File: src/rtl/xder_pkg.sv
`default_nettype none

package xder_pkg;

    // Defaults for the top-level parameters.
    localparam int DEF_LENGTH_BITS       = 16;
    localparam int DEF_KEY_POINT_BYTES   = 65;
    localparam int DEF_MAX_LENGTH_OCTETS = 8;

    // DER tags and fixed byte values.
    localparam logic [7:0] TAG_SEQ    = 8'h30;
    localparam logic [7:0] TAG_CTX0   = 8'hA0;
    localparam logic [7:0] TAG_CTX3   = 8'hA3;
    localparam logic [7:0] TAG_BITS   = 8'h03;
    localparam logic [7:0] TAG_INT    = 8'h02;
    localparam logic [7:0] POINT_FORM = 8'h04;

    // Number of plain SEQUENCEs between the serial number and the SPKI.
    localparam logic [2:0] TBS_SEQ_COUNT = 3'd4;

    // Depth of the result queue.
    localparam int RES_FIFO_DEPTH = 4;

    typedef logic [3:0] t_octets;
    typedef logic [2:0] t_tbs_count;
    typedef logic [6:0] t_key_index;

    typedef enum logic [2:0] {
        ST_OK    = 3'd0,
        ST_TAG   = 3'd1,
        ST_LEN   = 3'd2,
        ST_SIZE  = 3'd3,
        ST_KEY   = 3'd4,
        ST_TRUNC = 3'd5
    } t_status;

    // One result word.
    typedef struct packed {
        logic       is_status;
        logic [7:0] key_byte;
        t_key_index key_index;
        t_status    status;
        logic       end_of_run;
    } t_result;

    // Results produced by one accepted byte: a key word, then a status word.
    typedef struct packed {
        logic    key_vld;
        t_result key;
        logic    stat_vld;
        t_result stat;
    } t_push;

endpackage

`default_nettype wire

File: src/rtl/x509_der_public_key_extractor_core.sv
// Streams a DER certificate in one byte per word and checks its shape while
// passing out the bytes of the subject public point as they arrive.
// Input channel: i_valid / o_stall carry i_data_byte and i_last_byte; a word
// moves when i_valid is high and o_stall is low. i_last_byte marks the final
// byte of a certificate.
// Output channel: o_valid / i_stall carry one result word: a key word
// (o_is_status low, o_key_byte at o_key_index) or, after the final byte, a
// status word (o_is_status and o_end_of_run high, o_status). Key words count
// only when the following status is ok.
// Throughput is one byte per cycle while o_stall is low: the parser updates
// its state in the cycle a byte is accepted. Results enter a four-word queue
// that drains one word per cycle while i_stall is low. A final byte that is
// also a key byte yields two words, so o_stall rises while the queue holds
// more than two words. When the receiver stalls, the queue fills and o_stall
// holds the sender off; nothing is lost and a stalled word does not change.
// Reset clears the parser to expect a new certificate and empties the queue.
`default_nettype none

module x509_der_public_key_extractor_core #(
    parameter int LENGTH_BITS       = xder_pkg::DEF_LENGTH_BITS,
    parameter int KEY_POINT_BYTES   = xder_pkg::DEF_KEY_POINT_BYTES,
    parameter int MAX_LENGTH_OCTETS = xder_pkg::DEF_MAX_LENGTH_OCTETS
) (
    input  wire logic        i_clk,
    input  wire logic        i_rst_n,
    input  wire logic        i_valid,
    output logic             o_stall,
    input  wire logic [7:0]  i_data_byte,
    input  wire logic        i_last_byte,
    output logic             o_valid,
    input  wire logic        i_stall,
    output logic             o_is_status,
    output logic [7:0]       o_key_byte,
    output logic [6:0]       o_key_index,
    output logic [2:0]       o_status,
    output logic             o_end_of_run
);

    xder_pkg::t_push   push;
    xder_pkg::t_result res;
    logic              room;
    logic              fire;

    assign o_stall = !room;
    assign fire    = i_valid && room;

    // Byte parser.
    xder_parser #(
        .LENGTH_BITS       (LENGTH_BITS),
        .KEY_POINT_BYTES   (KEY_POINT_BYTES),
        .MAX_LENGTH_OCTETS (MAX_LENGTH_OCTETS)
    ) u_parser (
        .i_clk       (i_clk),
        .i_rst_n     (i_rst_n),
        .i_fire      (fire),
        .i_data_byte (i_data_byte),
        .i_last_byte (i_last_byte),
        .o_push      (push)
    );

    // Result queue.
    xder_result_fifo u_fifo (
        .i_clk    (i_clk),
        .i_rst_n  (i_rst_n),
        .i_push   (push),
        .o_room   (room),
        .o_valid  (o_valid),
        .i_stall  (i_stall),
        .o_result (res)
    );

    assign o_is_status  = res.is_status;
    assign o_key_byte   = res.key_byte;
    assign o_key_index  = res.key_index;
    assign o_status     = res.status;
    assign o_end_of_run = res.end_of_run;

endmodule

`default_nettype wire

File: src/rtl/xder_parser.sv
`default_nettype none

module xder_parser #(
    parameter int LENGTH_BITS       = xder_pkg::DEF_LENGTH_BITS,
    parameter int KEY_POINT_BYTES   = xder_pkg::DEF_KEY_POINT_BYTES,
    parameter int MAX_LENGTH_OCTETS = xder_pkg::DEF_MAX_LENGTH_OCTETS
) (
    input  wire logic            i_clk,
    input  wire logic            i_rst_n,
    input  wire logic            i_fire,
    input  wire logic [7:0]      i_data_byte,
    input  wire logic            i_last_byte,
    output xder_pkg::t_push      o_push
);

    localparam int KPW = $clog2(KEY_POINT_BYTES + 2);

    typedef logic [LENGTH_BITS-1:0] t_len;
    typedef logic [KPW-1:0]         t_kpos;

    typedef enum logic [3:0] {
        P_OUTER, P_TBS, P_VER, P_SERIAL, P_TBSSEQ, P_SPKI, P_SPKI_ALG,
        P_KEY, P_EXT, P_SIGALG, P_SIGBITS, P_DONE, P_ERR
    } t_phase;

    typedef enum logic [1:0] {
        S_TAG, S_LEN1, S_LENX, S_BODY
    } t_hdr;

    // Expected tag of each element slot.
    function automatic logic [7:0] tag_of(input t_phase ph);
        logic [7:0] t;
        unique case (ph)
            P_VER:              t = xder_pkg::TAG_CTX0;
            P_SERIAL:           t = xder_pkg::TAG_INT;
            P_KEY, P_SIGBITS:   t = xder_pkg::TAG_BITS;
            P_EXT:              t = xder_pkg::TAG_CTX3;
            default:            t = xder_pkg::TAG_SEQ;
        endcase
        return t;
    endfunction

    // Number of enclosing containers of each slot.
    function automatic logic [1:0] depth_of(input t_phase ph);
        logic [1:0] d;
        unique case (ph)
            P_TBS, P_SIGALG, P_SIGBITS:                   d = 2'd1;
            P_VER, P_SERIAL, P_TBSSEQ, P_SPKI, P_EXT:     d = 2'd2;
            P_SPKI_ALG, P_KEY:                            d = 2'd3;
            default:                                      d = 2'd0;
        endcase
        return d;
    endfunction

    // Bytes left in the innermost container at a given depth.
    function automatic t_len encl(input logic [1:0] d, input t_len a, input t_len b,
                                  input t_len c);
        t_len v;
        unique case (d)
            2'd1:    v = a;
            2'd2:    v = b;
            2'd3:    v = c;
            default: v = '0;
        endcase
        return v;
    endfunction

    t_phase              r_phase, n_phase;
    t_hdr                r_hdr, n_hdr;
    t_len                r_lvl0, n_lvl0;
    t_len                r_lvl1, n_lvl1;
    t_len                r_lvl2, n_lvl2;
    t_len                r_elem, n_elem;
    t_len                r_acc, n_acc;
    logic                r_ovf, n_ovf;
    xder_pkg::t_octets   r_olft, n_olft;
    xder_pkg::t_tbs_count r_tcnt, n_tcnt;
    t_kpos               r_kpos, n_kpos;
    xder_pkg::t_status   r_err, n_err;

    xder_pkg::t_status   fcode;
    xder_pkg::t_status   stat;
    logic                do_len;
    logic                do_leaf;
    logic                do_settle;
    t_len                len;
    logic [6:0]          cnt;
    logic [1:0]          dep;

    // Next-state logic for one accepted byte.
    always_comb begin
        n_phase   = r_phase;
        n_hdr     = r_hdr;
        n_lvl0    = r_lvl0;
        n_lvl1    = r_lvl1;
        n_lvl2    = r_lvl2;
        n_elem    = r_elem;
        n_acc     = r_acc;
        n_ovf     = r_ovf;
        n_olft    = r_olft;
        n_tcnt    = r_tcnt;
        n_kpos    = r_kpos;
        n_err     = r_err;
        o_push    = '0;
        fcode     = xder_pkg::ST_OK;
        stat      = xder_pkg::ST_OK;
        do_len    = 1'b0;
        do_leaf   = 1'b0;
        do_settle = 1'b0;
        len       = '0;
        cnt       = '0;
        dep       = depth_of(r_phase);

        if (i_fire) begin
            if (r_phase < P_DONE) begin
                // The byte must fit in every enclosing container.
                if (dep != 2'd0 && encl(dep, r_lvl0, r_lvl1, r_lvl2) == '0) begin
                    fcode = xder_pkg::ST_SIZE;
                end else begin
                    if (dep >= 2'd1) n_lvl0 = t_len'(r_lvl0 - 1'b1);
                    if (dep >= 2'd2) n_lvl1 = t_len'(r_lvl1 - 1'b1);
                    if (dep >= 2'd3) n_lvl2 = t_len'(r_lvl2 - 1'b1);

                    unique case (r_hdr)
                        S_TAG: begin
                            if (r_phase == P_VER && i_data_byte == xder_pkg::TAG_INT) begin
                                n_phase = P_SERIAL;
                                n_hdr   = S_LEN1;
                            end else if (i_data_byte != tag_of(r_phase)) begin
                                fcode = xder_pkg::ST_TAG;
                            end else begin
                                n_hdr = S_LEN1;
                            end
                        end
                        S_LEN1: begin
                            if (!i_data_byte[7]) begin
                                len    = t_len'(i_data_byte);
                                do_len = 1'b1;
                            end else begin
                                cnt = i_data_byte[6:0];
                                if (cnt == 7'd0 || int'(cnt) > MAX_LENGTH_OCTETS) begin
                                    fcode = xder_pkg::ST_LEN;
                                end else begin
                                    n_olft = xder_pkg::t_octets'(cnt);
                                    n_acc  = '0;
                                    n_ovf  = 1'b0;
                                    n_hdr  = S_LENX;
                                end
                            end
                        end
                        S_LENX: begin
                            n_ovf  = r_ovf | (r_acc[LENGTH_BITS-1 -: 8] != 8'd0);
                            n_acc  = t_len'({r_acc, i_data_byte});
                            n_olft = xder_pkg::t_octets'(r_olft - 1'b1);
                            if (n_olft == '0) begin
                                if (n_ovf) begin
                                    fcode = xder_pkg::ST_LEN;
                                end else begin
                                    len    = n_acc;
                                    do_len = 1'b1;
                                end
                            end
                        end
                        S_BODY: begin
                            if (r_elem == '0) begin
                                fcode = xder_pkg::ST_SIZE;
                            end else begin
                                n_elem = t_len'(r_elem - 1'b1);
                                if (r_phase == P_KEY) begin
                                    if (r_kpos == '0 && i_data_byte != 8'd0) begin
                                        fcode = xder_pkg::ST_KEY;
                                    end else if (r_kpos == t_kpos'(1)
                                                 && i_data_byte != xder_pkg::POINT_FORM) begin
                                        fcode = xder_pkg::ST_KEY;
                                    end else begin
                                        if (r_kpos != '0) begin
                                            o_push.key_vld          = 1'b1;
                                            o_push.key.key_byte     = i_data_byte;
                                            o_push.key.key_index    =
                                                xder_pkg::t_key_index'(t_kpos'(r_kpos - 1'b1));
                                        end
                                        n_kpos = t_kpos'(r_kpos + 1'b1);
                                    end
                                end
                                if (fcode == xder_pkg::ST_OK && n_elem == '0) begin
                                    do_leaf = 1'b1;
                                end
                            end
                        end
                    endcase
                end

                // A complete length field: open a container or start a leaf body.
                if (do_len && fcode == xder_pkg::ST_OK) begin
                    if (dep != 2'd0 && len > encl(dep, n_lvl0, n_lvl1, n_lvl2)) begin
                        fcode = xder_pkg::ST_SIZE;
                    end else if (n_phase == P_OUTER) begin
                        n_lvl0    = len;
                        n_phase   = P_TBS;
                        do_settle = 1'b1;
                    end else if (n_phase == P_TBS) begin
                        n_lvl1    = len;
                        n_phase   = P_VER;
                        do_settle = 1'b1;
                    end else if (n_phase == P_SPKI) begin
                        n_lvl2    = len;
                        n_phase   = P_SPKI_ALG;
                        do_settle = 1'b1;
                    end else if (n_phase == P_KEY
                                 && len != t_len'(KEY_POINT_BYTES + 1)) begin
                        fcode = xder_pkg::ST_KEY;
                    end else begin
                        n_elem = len;
                        n_kpos = '0;
                        n_hdr  = S_BODY;
                        if (len == '0) do_leaf = 1'b1;
                    end
                end

                // End of a leaf element: move on to the next slot.
                if (do_leaf && fcode == xder_pkg::ST_OK) begin
                    do_settle = 1'b1;
                    unique case (n_phase)
                        P_VER: n_phase = P_SERIAL;
                        P_SERIAL: begin
                            n_phase = P_TBSSEQ;
                            n_tcnt  = '0;
                        end
                        P_TBSSEQ: begin
                            n_tcnt = xder_pkg::t_tbs_count'(r_tcnt + 1'b1);
                            if (n_tcnt >= xder_pkg::TBS_SEQ_COUNT) n_phase = P_SPKI;
                        end
                        P_SPKI_ALG: n_phase = P_KEY;
                        P_KEY: begin
                            if (n_lvl2 != '0) fcode = xder_pkg::ST_SIZE;
                            else n_phase = P_EXT;
                        end
                        P_EXT: begin
                            if (n_lvl1 != '0) fcode = xder_pkg::ST_SIZE;
                            else n_phase = P_SIGALG;
                        end
                        P_SIGALG: n_phase = P_SIGBITS;
                        P_SIGBITS: begin
                            do_settle = 1'b0;
                            if (n_lvl0 != '0) begin
                                fcode = xder_pkg::ST_SIZE;
                            end else begin
                                n_phase = P_DONE;
                                n_hdr   = S_TAG;
                            end
                        end
                        default: fcode = xder_pkg::ST_SIZE;
                    endcase
                end

                // Back to a tag; skip the optional [3] when the tbs is used up.
                if (do_settle && fcode == xder_pkg::ST_OK) begin
                    n_hdr = S_TAG;
                    if (n_phase == P_EXT && n_lvl1 == '0) n_phase = P_SIGALG;
                    if (n_phase < P_DONE) begin
                        dep = depth_of(n_phase);
                        if (dep != 2'd0 && encl(dep, n_lvl0, n_lvl1, n_lvl2) == '0) begin
                            fcode = xder_pkg::ST_SIZE;
                        end
                    end
                end
            end else if (r_phase == P_DONE) begin
                // A byte after the outer element has closed.
                fcode = xder_pkg::ST_SIZE;
            end

            if (fcode != xder_pkg::ST_OK) begin
                if (n_err == xder_pkg::ST_OK) n_err = fcode;
                n_phase = P_ERR;
            end

            if (n_phase == P_DONE && !i_last_byte) begin
                if (n_err == xder_pkg::ST_OK) n_err = xder_pkg::ST_SIZE;
                n_phase = P_ERR;
            end

            // Final byte: report the status and return to the start.
            if (i_last_byte) begin
                stat = n_err;
                if (stat == xder_pkg::ST_OK && n_phase != P_DONE) stat = xder_pkg::ST_TRUNC;
                o_push.stat_vld        = 1'b1;
                o_push.stat.is_status  = 1'b1;
                o_push.stat.status     = stat;
                o_push.stat.end_of_run = 1'b1;
                n_phase = P_OUTER;
                n_hdr   = S_TAG;
                n_lvl0  = '0;
                n_lvl1  = '0;
                n_lvl2  = '0;
                n_elem  = '0;
                n_acc   = '0;
                n_ovf   = 1'b0;
                n_olft  = '0;
                n_tcnt  = '0;
                n_kpos  = '0;
                n_err   = xder_pkg::ST_OK;
            end
        end
    end

    // Parser state.
    always_ff @(posedge i_clk) begin
        if (!i_rst_n) begin
            r_phase <= P_OUTER;
            r_hdr   <= S_TAG;
            r_lvl0  <= '0;
            r_lvl1  <= '0;
            r_lvl2  <= '0;
            r_elem  <= '0;
            r_acc   <= '0;
            r_ovf   <= 1'b0;
            r_olft  <= '0;
            r_tcnt  <= '0;
            r_kpos  <= '0;
            r_err   <= xder_pkg::ST_OK;
        end else begin
            r_phase <= n_phase;
            r_hdr   <= n_hdr;
            r_lvl0  <= n_lvl0;
            r_lvl1  <= n_lvl1;
            r_lvl2  <= n_lvl2;
            r_elem  <= n_elem;
            r_acc   <= n_acc;
            r_ovf   <= n_ovf;
            r_olft  <= n_olft;
            r_tcnt  <= n_tcnt;
            r_kpos  <= n_kpos;
            r_err   <= n_err;
        end
    end

endmodule

`default_nettype wire

File: src/rtl/xder_result_fifo.sv
`default_nettype none

module xder_result_fifo (
    input  wire logic              i_clk,
    input  wire logic              i_rst_n,
    input  xder_pkg::t_push        i_push,
    output logic                   o_room,
    output logic                   o_valid,
    input  wire logic              i_stall,
    output xder_pkg::t_result      o_result
);

    localparam int PW = $clog2(xder_pkg::RES_FIFO_DEPTH);
    localparam int CW = $clog2(xder_pkg::RES_FIFO_DEPTH + 1);

    typedef logic [PW-1:0] t_ptr;
    typedef logic [CW-1:0] t_count;

    xder_pkg::t_result r_mem [xder_pkg::RES_FIFO_DEPTH];
    t_ptr              r_wr, n_wr;
    t_ptr              r_rd, n_rd;
    t_count            r_count, n_count;
    t_ptr              stat_addr;
    logic              pop;

    // Room for the two words one byte can produce.
    assign o_room   = (int'(r_count) <= xder_pkg::RES_FIFO_DEPTH - 2);
    assign o_valid  = (r_count != '0);
    assign o_result = r_mem[r_rd];
    assign pop      = o_valid && !i_stall;

    // The status word goes behind the key word when both arrive together.
    assign stat_addr = i_push.key_vld ? t_ptr'(r_wr + 1'b1) : r_wr;

    always_comb begin
        n_wr    = t_ptr'(r_wr + t_ptr'(i_push.key_vld) + t_ptr'(i_push.stat_vld));
        n_rd    = pop ? t_ptr'(r_rd + 1'b1) : r_rd;
        n_count = t_count'(r_count + t_count'(i_push.key_vld) + t_count'(i_push.stat_vld)
                           - t_count'(pop));
    end

    // Queue pointers and fill level.
    always_ff @(posedge i_clk) begin
        if (!i_rst_n) begin
            r_wr    <= '0;
            r_rd    <= '0;
            r_count <= '0;
        end else begin
            r_wr    <= n_wr;
            r_rd    <= n_rd;
            r_count <= n_count;
        end
    end

    // Stored words.
    always_ff @(posedge i_clk) begin
        if (i_push.key_vld) r_mem[r_wr] <= i_push.key;
        if (i_push.stat_vld) r_mem[stat_addr] <= i_push.stat;
    end

endmodule

`default_nettype wire

File: config.mk
export PLATFORM = sky130hd
export DESIGN_NAME = x509_der_public_key_extractor_core
export DESIGN_NICKNAME = d
export VERILOG_FILES = /design/src/rtl/xder_pkg.sv /design/src/rtl/x509_der_public_key_extractor_core.sv /design/src/rtl/xder_parser.sv /design/src/rtl/xder_result_fifo.sv
export SDC_FILE = /design/constraint.sdc
export NUM_CORES = 1
export LEC_CHECK = 0
export ABC_AREA = 1
export BUFFER_PORTS_ARGS = -buffer_cell sky130_fd_sc_hd__buf_2
export CORE_ASPECT_RATIO = 0.5
export CORE_MARGIN = 5
export CORE_UTILIZATION = 53
export DETAILED_ROUTE_END_ITERATION = 10
export PLACE_DENSITY = 0.68
export SYNTH_ARGS = -nofsm -noshare
export SYNTH_HDL_FRONTEND = slang
export SYNTH_SLANG_ARGS = --single-unit
File: constraint.sdc
create_clock -name i_clk -period 7.6 [get_ports i_clk]
set_input_delay 0.38 -clock i_clk [delete_from_list [all_inputs] [get_ports i_clk]]
set_output_delay 0.38 -clock i_clk [all_outputs]
set_load 0.03 [all_outputs]
* After elaboration in Yosys (flattened, before gate mapping)
Memories as Yosys holds them, arrays and structs flattened. A register that Yosys moved wholly into a read port is not among the register bits. Index checks and enable logic that the tools add are counted. W data, S select, Z words.
Word-level totals: output and inout bits 22, input bits 13, memory bits (writable) 80, logic and storage cells 400, register bits after elaboration 111, memory bits (read-only) 64, memories 3
Memory list:
- u_fifo.r_mem | words 4, width 20, rd ports 1, clocked after Yosys merged registers in 1, wr ports 2, RTL line xder_result_fifo.sv:19 | xder_pkg::t_result r_mem [xder_pkg::RES_FIFO_DEPTH];
- (name not given) | words 16, width 2, rd ports 1, clocked after Yosys merged registers in 1, wr ports 0, RTL line xder_parser.sv:46 | unique case (ph)
- (name not given) | words 16, width 2, rd ports 1, clocked after Yosys merged registers in 0, wr ports 0, RTL line xder_parser.sv:46
Operators by class: bitwise gates (word level) 1, equality and inequality tests 37, reductions and logical operators 57, order comparisons 9, mux-type cells 263, $add $sub $neg 15
Operator list (number):
- $mux W16 | 60
- $mux W4 | 39
- $pmux W16 S3 | 3
- $mux W15 | 9
- $mux W3 | 45
- $mux W7 | 15
- $logic_not A16 Y1 | 6
- $pmux W16 S2 | 2
- $sub A16 B1 Y16 const B | 4
- $mux W2 | 29
- $reduce_bool A16 Y1 | 3
- $mux W1 | 47
- $mux W8 | 5
- $eq A4 B4 Y1 const B | 8
- $pmux W4 S8 | 1
- $pmux W8 S4 | 1
- $eq A4 B3 Y1 const B | 6
- $pmux W3 S4 | 2
- $logic_not A3 Y1 | 7
- $eq A4 B2 Y1 const B | 4
- $gt A16 B16 Y1 | 1
- $logic_and A1 B1 Y1 | 16
- $ne A16 B7 Y1 const B | 1
- $reduce_bool A8 Y1 | 2
- 42 further kinds | 66

* Longest topological paths before layout
Gate-level depths: netlist (run 1).
depth in word-level cells 69, gate-level depth with buffers 63, depth with buffers taken out 61

* Hierarchy
From an unflattened synthesis (run 1), not the netlist that was laid out.
Second synthesis, totals: cell total of the unflattened synthesis 2279, area, all modules 15026.9 sq um
Modules (own cells, without submodules):
- xder_parser | cells each 1736, area an instance 10177.3 sq um, sequential area each 2122.0 sq um, times used 1
- xder_result_fifo | cells each 540, area an instance 4838.4 sq um, sequential area each 2582.5 sq um, times used 1
- x509_der_public_key_extractor_core | cells each 3, area an instance 11.3 sq um, sequential area each 0.0 sq um, times used 1

* Worst setup path after synthesis (run 1)
OpenSTA, ideal clock, no wires.
path kind flip-flop to flip-flop, start reg (tool-made name), end reg (tool-made name), stages on the path, launching flop included 59, clock period less this slack 6.808 ns, arrival 6.695 ns, data required time 7.487 ns, path slack 0.792 ns, path through dfxtp_1 > nand2_1 > inv_2 > clkbuf_1 > buf_1 > ha_1 > nor2_1 > nand2_2 > nor2_8 > nor2_2 > nand2_1 > nor2_1 > nand2_1 > nor2_1 > xnor2_1 > o22ai_1 > a21oi_1 > ha_1 > (+23 left out) > ha_1 > nor2_1 > nand2_1 > nand2_1 > nand3_1 > nand3_1 > nand2_1 > nand2_1 > nand2_2 > nor2_4 > inv_1 > nor3_1 > nand2_1 > a21oi_1 > inv_1 > ha_1 > nand3_1 > nand2_1

==> results.sh, run 1 <==
export IMPL_status="finished clean"
export IMPL_yosysMostFrequentCell="nand2_1"
export IMPL_ys_ff_latch=191
export IMPL_drive_above_1_share_pct=10.5
export IMPL_swShare_pct=48.0
export IMPL_track_usage_pct=29.2
export IMPL_synth_adder_area_share_pct=4.38
export IMPL_p_seq_share_pct=27.0
export IMPL_synth_edff_count=16
export IMPL_die_area_mm2=0.0299
export IMPL_max_vdd_ir_drop_v=0.000183
export IMPL_setup_viol=0
export IMPL_reg2reg_depth=50
export IMPL_endpoint_kind="flop"
export IMPL_ys_top_cells_by_area="dfxtp_1 25%, nand2_1 18%, nor2_1 7.6%, a21oi_1 6.8%, inv_1 5.2%"
export IMPL_cts_buffers_inserted=17
export IMPL_powerDensity_mw_per_mm2=281
export IMPL_drc_errors=0
export IMPL_muxShareOfSynthArea_pct=0
export IMPL_p_clk_share_pct=21.8
export IMPL_synth_top_family_by_area="simple AND/OR/NAND/NOR gates"
export IMPL_switching_power_uw=2050
export IMPL_slowest_delay_ns=0.36
export IMPL_synth_area_mm2=0.0140
export IMPL_synth_cell_types=55
export IMPL_clockBufferDepth=2
export IMPL_final_util_pct=58.1
export IMPL_nNetsFinal=2318
export IMPL_layout_setup_ws_ns=0.507
export IMPL_grt_overflow_total=0
export IMPL_yosysTopAreaCell="dfxtp_1"
export IMPL_grt_pass1_vias=13000
export IMPL_fill_cells=2711
export IMPL_place_congestion=1.03
export IMPL_start_util_pct=53.3
export IMPL_synth_top_area_share_pct=25.1
export IMPL_holdWs_ns=0.245
export IMPL_grt_pass1_wl_um=70400
export IMPL_cts_tree="yes"
export IMPL_max_cap_violations=0
export IMPL_ys_seq_area_share_pct=28.6
export IMPL_cp_common_cell="nand2_1"
export IMPL_maxSlewViolCount=0
export IMPL_htreeDepth=4
export IMPL_synth_compound_area_share_pct=16.6
export IMPL_cts_hold_repair_buffers=0
export IMPL_clk_latency_ns=0.48
export IMPL_ys_warn_count=0
export IMPL_p_leak_uw=0.00705
export IMPL_antenna_found_initial=0
export IMPL_skew_ns=0.0175
export IMPL_fp_dieH_um=125
export IMPL_power_internal_uw=2220
export IMPL_worst_path_max_delay_cell="dfxtp_2"
export IMPL_synth_area_per_cell_um2=6.17
export IMPL_synth_simple_area_share_pct=37.4
export IMPL_worstPathArrival_ns=7.44
export IMPL_hold_depth=3
export IMPL_hold_class="input pin to flop"
export IMPL_clock_sinks=191
export IMPL_power_uw=4270
export IMPL_worst_pin_slew_ns=1.18
export IMPL_antenna_cells=0
export IMPL_drt_iter0_drc=1456
export IMPL_rows=42
export IMPL_dp_hpwl_um=32500
export IMPL_worstSetupPathType="flop to flop"
export IMPL_ios=35
export IMPL_ant_nets=0
export IMPL_post_drt_wl_per_cell_um=17.1
export IMPL_multi_input_area_mm2=0.00890
export IMPL_area_growth_pct=8.99
export IMPL_ys_async_sr_fraction_pct=0
export IMPL_io_buffers=34
export IMPL_cp_num_buf_inv=5
export IMPL_hold_viol_final=0
export IMPL_vias=14800
export IMPL_cts_root_buf="clkbuf_16"
export IMPL_path_depth=50
export IMPL_grt_max_degree=65
export IMPL_worstPathRequired_ns=7.94
export IMPL_slew_headroom_pct=20.8
export IMPL_synthTopCellsByCount="657 x nand2_1, 282 x nor2_1, 192 x inv_1"
export IMPL_cts_reportedPaths_clkPinSlew_ns=0.08
export IMPL_ys_flop_type="dfxtp_1"
export IMPL_core_mm2=0.0262
export IMPL_clock_fmax_mhz=141
export IMPL_vias_per_cell=5.63
export IMPL_regArea_mm2=0.00400
export IMPL_crit_path_start_kind="flop"
export IMPL_finalCritPeriodShare_pct=93.3
export IMPL_p_comb_share_pct=51.2
export IMPL_synth_cells=2263
export IMPL_firstDrtPassIters=5
export IMPL_path_max_fanout=28
export IMPL_fin_crit_ns=7.09
export IMPL_die_width_um=239
export IMPL_cp_top_family="simple AND/OR/NAND/NOR gates"
export IMPL_synth_xor_area_share_pct=4.14
export IMPL_dpl_worst_slack_ns=0.269
export IMPL_synth_nets=2323
export IMPL_wl_um=44800
kinds of logic after synthesis:
family,after synthesis
flip-flops,191
AO/OA/AOI/OAI,431
buffers and inverters,311
adder cells (fa/ha/maj),47
AND/OR/NAND/NOR,1217
XOR/XNOR,66
per-stage QoR:
| step | instances | area [µm²] | TNS, ns |
|---|---|---|---|
| finish | 2623 | 15200 | 0 |
| global route | 2623 | 15200 | -0.0369 |
| CTS | 2621 | 15000 | 0 |
| detailed placement | 2589 | 14400 | 0 |
| global placement | 2589 | 14400 | 0 |
| floorplan | 2263 | 14000 | 0 |
worst reg2reg max path, delay by kind of cell, from the launching register on:
family,cells,cell delay [ns]
buf+inv,5,0.53
xor+xnor,1,0.33
compound gates,7,1.27
flops,1,0.36
fa+ha+maj,3,0.80
simple gates,34,3.68
power groups by stage:
stage	combinational, µW	sequential (µW)	clock (µW)
after floorplan	1530	1150	0
after global placement	2050	1170	0
after detailed placement	2040	1170	0
after CTS	2060	1150	938
after global routing	2420	1160	983
final	2180	1150	930
registers in the layout (all words and copies together) (netlist names), named ones only:
signal / flops
u_parser.r_olft: 4
u_parser.r_elem: 16
u_parser.r_phase: 4
u_parser.r_err: 3
u_parser.r_lvl2: 16
u_parser.r_tcnt: 3
u_parser.r_hdr: 2
u_fifo.r_wr: 2
u_parser.r_lvl1: 16
u_parser.r_lvl0: 16
u_parser.r_ovf: 1
u_fifo.r_rd: 2
u_fifo.r_mem: 76
u_fifo.r_count: 3
u_parser.r_acc: 16
u_parser.r_kpos: 7
routing by layer:
layer	wire, µm	GRT usage [%]	share of wire [%]	vias up
met3	3790	6.04	8.5	64
met4	882	8.18	2.0	0
li1	-	-	-	7353
met5	0	0	0	-
met2	19400	43.8	43	529
met1	20800	42.5	46	6811
path summary, 6_finish.rpt:
check | from | end | slack [ns]
max | u_parser.r_lvl0[10] | flop | 0.51
min reg2reg | u_fifo.r_mem[1][9] | u_fifo.r_mem[1][9] | 0.46
max reg2reg | u_parser.r_lvl0[10] | flop | 0.51
min | i_data_byte[5] | u_fifo.r_mem[0][16] | 0.25
placed cells by master, fill, tap and decap left out, drive strengths merged, types with 2 or more instances in the layout:
cell / Yosys / routed
o211ai: 16 / 16
a221oi: 2 / 2
a2111oi: 2 / 2
a21oi: 190 / 190
nor2: 305 / 305
edfxtp: 16 / 16
nor3: 34 / 34
a32oi: 2 / 2
a21boi: 3 / 3
nor4: 8 / 8
ha: 44 / 44
nand3: 137 / 137
nand3b: 2 / 2
nand4: 34 / 34
o21ai: 168 / 168
a31oi: 7 / 7
dfxtp: 175 / 175
o22ai: 33 / 33
nand2: 678 / 679
xor2: 46 / 46
buf: 25 / 72
or2: 18 / 18
fa: 3 / 3
inv: 211 / 219
xnor2: 20 / 20
clkbuf: 72 / 19
clkinv: 3 / 6
cell type report:
| class | count | share of cell area [%] |
|---|---|---|
| clock inverters | 13 | 0.946 |
| inverters | 214 | 5.30 |
| clock buffers | 19 | 2.85 |
| repair buffers | 72 | 3.16 |
| well taps | 352 | 2.90 |
| multi-input cells | 1762 | 58.6 |
| flip-flops and latches | 191 | 26.3 |
timing repair:
action                                  in CTS  in global routing
resized for setup                            0                 60
endpoints found under the setup margin       0                 16
setup buffers                                0                  1
(Power assumes the default switching activity.)
==> run 2, diff against run 1 <==
- CORE_ASPECT_RATIO: 0.5 -> unset
==> results.sh, run 2 (same netlist as run 1, synthesis figures left out) <==
export IMPL_cts_root_buf="clkbuf_16"
export IMPL_crit_path_start_kind="flop"
export IMPL_vias_per_cell=5.73
export IMPL_holdWs_ns=0.274
export IMPL_grt_max_degree=58
export IMPL_io_buffers=34
export IMPL_worst_path_max_delay_cell="dfxtp_2"
export IMPL_largest_reg_flops=76
export IMPL_antenna_cells=0
export IMPL_drt_iter0_drc=1531
export IMPL_place_congestion=1.03
export IMPL_p_leak_uw=0.00703
export IMPL_max_vdd_ir_drop_v=0.000173
export IMPL_endpoint_kind="flop"
export IMPL_cp_common_cell="nand2_1"
export IMPL_die_width_um=172
export IMPL_layout_setup_ws_ns=0.597
export IMPL_hold_class="input pin to flop"
export IMPL_start_util_pct=53.7
export IMPL_clock_sinks=191
export IMPL_firstDrtPassIters=5
export IMPL_slew_headroom_pct=24.0
export IMPL_clock_fmax_mhz=143
export IMPL_htreeDepth=4
export IMPL_ios=35
export IMPL_power_uw=4300
export IMPL_clockBufferDepth=2
export IMPL_cp_top_family="simple AND/OR/NAND/NOR gates"
export IMPL_wl_um=47600
export IMPL_core_mm2=0.0260
export IMPL_drive_above_1_share_pct=10.7
export IMPL_die_area_mm2=0.0297
export IMPL_worstPathArrival_ns=7.35
export IMPL_fin_crit_ns=7.00
export IMPL_status="finished clean"
export IMPL_rows=59
export IMPL_grt_pass1_vias=13700
export IMPL_area_growth_pct=8.78
export IMPL_path_max_fanout=16
export IMPL_worst_pin_slew_ns=1.14
export IMPL_regMostFlops="u_fifo.r_mem"
export IMPL_maxSlewViolCount=0
export IMPL_dp_hpwl_um=35000
export IMPL_fin_area_mm2=0.0152
export IMPL_drc_errors=0
export IMPL_vias=14900
export IMPL_final_common_cell="nand2_1"
export IMPL_mostFrequentLayoutCells="651 x nand2_1, 269 x nor2_1, 189 x inv_1, 189 x a21oi_1, 160 x dfxtp_1"
export IMPL_ant_nets=0
export IMPL_max_cap_violations=0
export IMPL_nNetsFinal=2318
export IMPL_grt_overflow_total=0
export IMPL_worstPathRequired_ns=7.95
export IMPL_cts_tree="yes"
export IMPL_cts_reportedPaths_clkPinSlew_ns=0.08
export IMPL_finalCritPeriodShare_pct=92.1
export IMPL_dpl_worst_slack_ns=0.137
export IMPL_grt_pass1_wl_um=74200
export IMPL_clk_latency_ns=0.45
export IMPL_final_util_pct=58.4
export IMPL_fp_dieH_um=172
export IMPL_track_usage_pct=31.6
export IMPL_worstSetupPathType="flop to flop"
export IMPL_antenna_found_initial=1
export IMPL_cp_num_buf_inv=5
export IMPL_hold_viol_final=0
export IMPL_skew_ns=0.0170
export IMPL_slowest_delay_ns=0.36
export IMPL_place_area_mm2=0.0144
export IMPL_powerDensity_mw_per_mm2=284
export IMPL_cts_buffers_inserted=17
export IMPL_setup_viol=0
export IMPL_post_drt_wl_per_cell_um=18.2
==> run 2: metrics by stage <==
stage / instances / setup TNS (ns)
2_1_floorplan: 2263 / 0
3_3_place_gp: 2567 / 0
3_5_place_dp: 2567 / 0
4_1_cts: 2599 / 0
5_1_grt: 2606 / -0.174
6_report: 2606 / 0
==> run 2: final timing paths <==
kind	start	end	slack, ns	depth (start not counted)
setup reg to reg	u_parser.r_lvl0[5]	flop	0.60	54
setup / recovery	u_parser.r_lvl0[5]	flop	0.60	54
hold / removal	i_data_byte[5]	u_fifo.r_mem[0][16]	0.27	3
hold reg to reg	u_fifo.r_mem[2][16]	u_fifo.r_mem[2][16]	0.46	2
==> run 2: layout make-up <==
type | instances | area [µm²]
Fill cell | 2630 | 10800
Multi-Input combinational cell | 1762 | 8890
Sequential cell | 191 | 4000
Inverter | 214 | 808
Timing Repair Buffer | 72 | 468
Clock buffer | 18 | 429
Tap cell | 335 | 419
Clock inverter | 14 | 160
==> run 2: layer usage <==
layer	up-vias	share of wire (%)	global-route usage (%)
li1	7363	-	-
met1	6793	41	39.8
met2	637	47	53.7
met3	135	7.2	4.37
met4	2	4.4	14.3
met5	-	0.027	0
==> run 2: power breakdown <==
group	internal (µW)	switching [µW]	leakage [µW]
Clock	446	482	0.000288
Sequential	1080	76.8	0.00157
Combinational	667	1550	0.00518
Total	2190	2110	0.00703
==> run 2: what timing repair did <==
item | CTS | global route
hold buffers | 0 | 0
gates resized for setup | 0 | 56
endpoints found under the setup margin | 0 | 20
hold endpoints to repair | 0 | 0
buffers inserted | 0 | 6
==> run 2: worst reg2reg max path, delay by kind of cell, from the launching register on <==
kind / cells / cell delay (ns)
simple gates: 38 / 4.19
compound gates: 7 / 0.92
fa+ha+maj: 3 / 0.77
buf+inv: 5 / 0.46
flops: 1 / 0.36
xor+xnor: 1 / 0.21
==> run 3, diff against run 2 <==
- CAP_MARGIN: unset -> 30
- CELL_PAD_IN_SITES_DETAIL_PLACEMENT: unset -> 1
- CELL_PAD_IN_SITES_GLOBAL_PLACEMENT: unset -> 1
- CORE_UTILIZATION: 53 -> 45
- PLACE_DENSITY: 0.68 -> 0.8
- REMOVE_ABC_BUFFERS: unset -> 1
==> results.sh, run 3 (same netlist as run 1, synthesis figures left out) <==
export IMPL_fp_dieH_um=186
export IMPL_r2r_slack_ns=0.46
export IMPL_p_leak_uw=0.00711
export IMPL_grtUsageMet2_pct=48.8
export IMPL_busiest_layer="met2"
export IMPL_final_util_pct=50.4
export IMPL_p_comb_share_pct=52.1
export IMPL_status="finished clean"
export IMPL_hold_viol_final=0
export IMPL_rows=64
export IMPL_instances_no_fill=2676
export IMPL_ant_nets=0
export IMPL_place_area_mm2=0.0145
export IMPL_grt_max_degree=74
export IMPL_vias=15500
export IMPL_start_util_pct=45.6
export IMPL_die_area_mm2=0.0346
export IMPL_clockBufferDepth=2
export IMPL_worst_hold_startpoint="i_data_byte[5]"
export IMPL_final_common_cell="nand2_1"
export IMPL_track_usage_pct=30.9
export IMPL_fill_cells=4236
export IMPL_skew_ns=0.0175
export IMPL_post_drt_wl_per_cell_um=20.3
export IMPL_nNetsFinal=2327
export IMPL_regMostFlops="u_fifo.r_mem"
export IMPL_worst_pin_slew_ns=0.899
export IMPL_path_max_fanout=24
export IMPL_p_clk_share_pct=21.9
export IMPL_maxSlewViolCount=0
export IMPL_vias_per_cell=5.79
export IMPL_dpl_worst_slack_ns=0.130
export IMPL_antenna_cells=0
export IMPL_swShare_pct=48.2
export IMPL_endpoint_kind="flop"
export IMPL_grt_pass1_wl_um=84500
export IMPL_worstPathRequired_ns=7.95
export IMPL_wl_um=54200
export IMPL_dp_hpwl_um=40000
export IMPL_place_congestion=0.972
export IMPL_tns_ns=0
export IMPL_grt_overflow_total=0
export IMPL_drc_errors=0
export IMPL_clock_sinks=191
export IMPL_area_growth_pct=10.5
export IMPL_mostFrequentLayoutCells="650 x nand2_1, 267 x nor2_1, 189 x inv_1"
export IMPL_ios=35
export IMPL_setup_viol=0
export IMPL_io_buffers=34
export IMPL_p_seq_share_pct=26.0
export IMPL_worstSetupPathType="flop to flop"
export IMPL_fin_area_mm2=0.0154
export IMPL_cts_reportedPaths_clkPinSlew_ns=0.08
export IMPL_clk_latency_ns=0.46
export IMPL_use_met3_pct=4.89
export IMPL_cp_common_cell="nand2_1"
export IMPL_die_width_um=186
export IMPL_hold_class="input pin to flop"
export IMPL_cts_buffers_inserted=17
export IMPL_grt_pass1_vias=15400
export IMPL_antenna_found_initial=0
export IMPL_cts_tree="yes"
export IMPL_cts_root_buf="clkbuf_16"
export IMPL_powerDensity_mw_per_mm2=289
export IMPL_fin_crit_ns=7.14
export IMPL_slowest_delay_ns=0.38
export IMPL_finalCritPeriodShare_pct=94.0
export IMPL_max_vdd_ir_drop_v=0.000221
export IMPL_max_cap_violations=0
export IMPL_firstDrtPassIters=5
export IMPL_crit_path_start_kind="flop"
export IMPL_layout_setup_ws_ns=0.460
export IMPL_switching_power_uw=2150
export IMPL_placedCellCount=2636
export IMPL_worstPathArrival_ns=7.49
export IMPL_largest_reg_flops=76
export IMPL_core_mm2=0.0306
export IMPL_slew_headroom_pct=40.1
export IMPL_grtUsageMet1_pct=44.4
export IMPL_drt_iter0_drc=1461
export IMPL_clock_fmax_mhz=140
export IMPL_htreeDepth=4
export IMPL_power_internal_uw=2310
export IMPL_worst_path_max_delay_cell="dfxtp_2"
export IMPL_drive_above_1_share_pct=12.0
export IMPL_reg2reg_depth=52
-- run 3: cell count changes in the layout (fill, tap and decap cells not counted), sizes merged --
| cell | before | now |
|---|---|---|
| clkbuf | 18 | 23 |
| inv | 220 | 215 |
| clkinv | 8 | 5 |
| clkinvlp | 0 | 1 |
| buf | 72 | 80 |
| nand2 | 679 | 680 |
| bufinv | 0 | 2 |
-- run 3: layer usage --
metal	vias up	share of wire (%)	wire length (µm)
met5	-	0	0
met4	0	2.0	1100
met3	68	6.0	3270
met2	396	45	24300
met1	7666	47	25500
li1	7363	-	-
-- run 3: power by group through the flow --
stage,logic [µW],clock network [µW],registers (µW)
finish,2320,975,1160
global route,2540,1030,1170
CTS,2180,983,1150
detailed placement,2150,0,1170
global placement,2090,0,1170
floorplan,1460,0,1170
-- run 3: layout make-up --
class	instances	area, µm²	area share, %
repair buffers	80	539	3.50
clock inverters	9	116	0.755
inverters	214	811	5.26
flip-flops and latches	191	4030	26.1
well taps	396	495	3.21
clock buffers	23	499	3.24
multi-input cells	1763	8920	57.9
-- run 3: timing repair --
item,CTS,global route
hold buffers,0,0
hold endpoints to repair,0,0
setup endpoints to repair,0,20
gates resized for setup,0,84
setup buffers,0,6
-- run 3: worst min path at each step --
| stage | cells after the start | to | slack (ns) |
|---|---|---|---|
| after detailed placement | 2 | u_fifo.r_mem[1][8] | 0.45 |
| after global placement | 2 | u_fifo.r_mem[1][9] | 0.45 |
| after floorplan | 2 | flop | 0.44 |
| after global routing | 3 | u_fifo.r_mem[0][18] | 0.28 |
| after CTS | 3 | u_fifo.r_mem[0][16] | 0.27 |
| final | 3 | u_fifo.r_mem[0][16] | 0.29 |
-- run 3: through the flow --
| step | hold slack (ns) | total power, µW |
|---|---|---|
| floorplan | 0.436 | 2630 |
| global placement | 0.445 | 3260 |
| detailed placement | 0.452 | 3330 |
| CTS | 0.274 | 4310 |
| global route | 0.284 | 4740 |
| finish | 0.287 | 4460 |
-- run 3: worst max-delay path: cells and delay by family, from the launching register on --
| kind | cells | cell delay [ns] |
|---|---|---|
| buffers and inverters | 7 | 0.72 |
| adders and majority gates | 3 | 0.73 |
| and+or+nand+nor | 36 | 4.04 |
| AOI/OAI and AO/OA | 5 | 0.85 |
| xor gates and xnor gates | 1 | 0.28 |
| DFF | 1 | 0.38 |
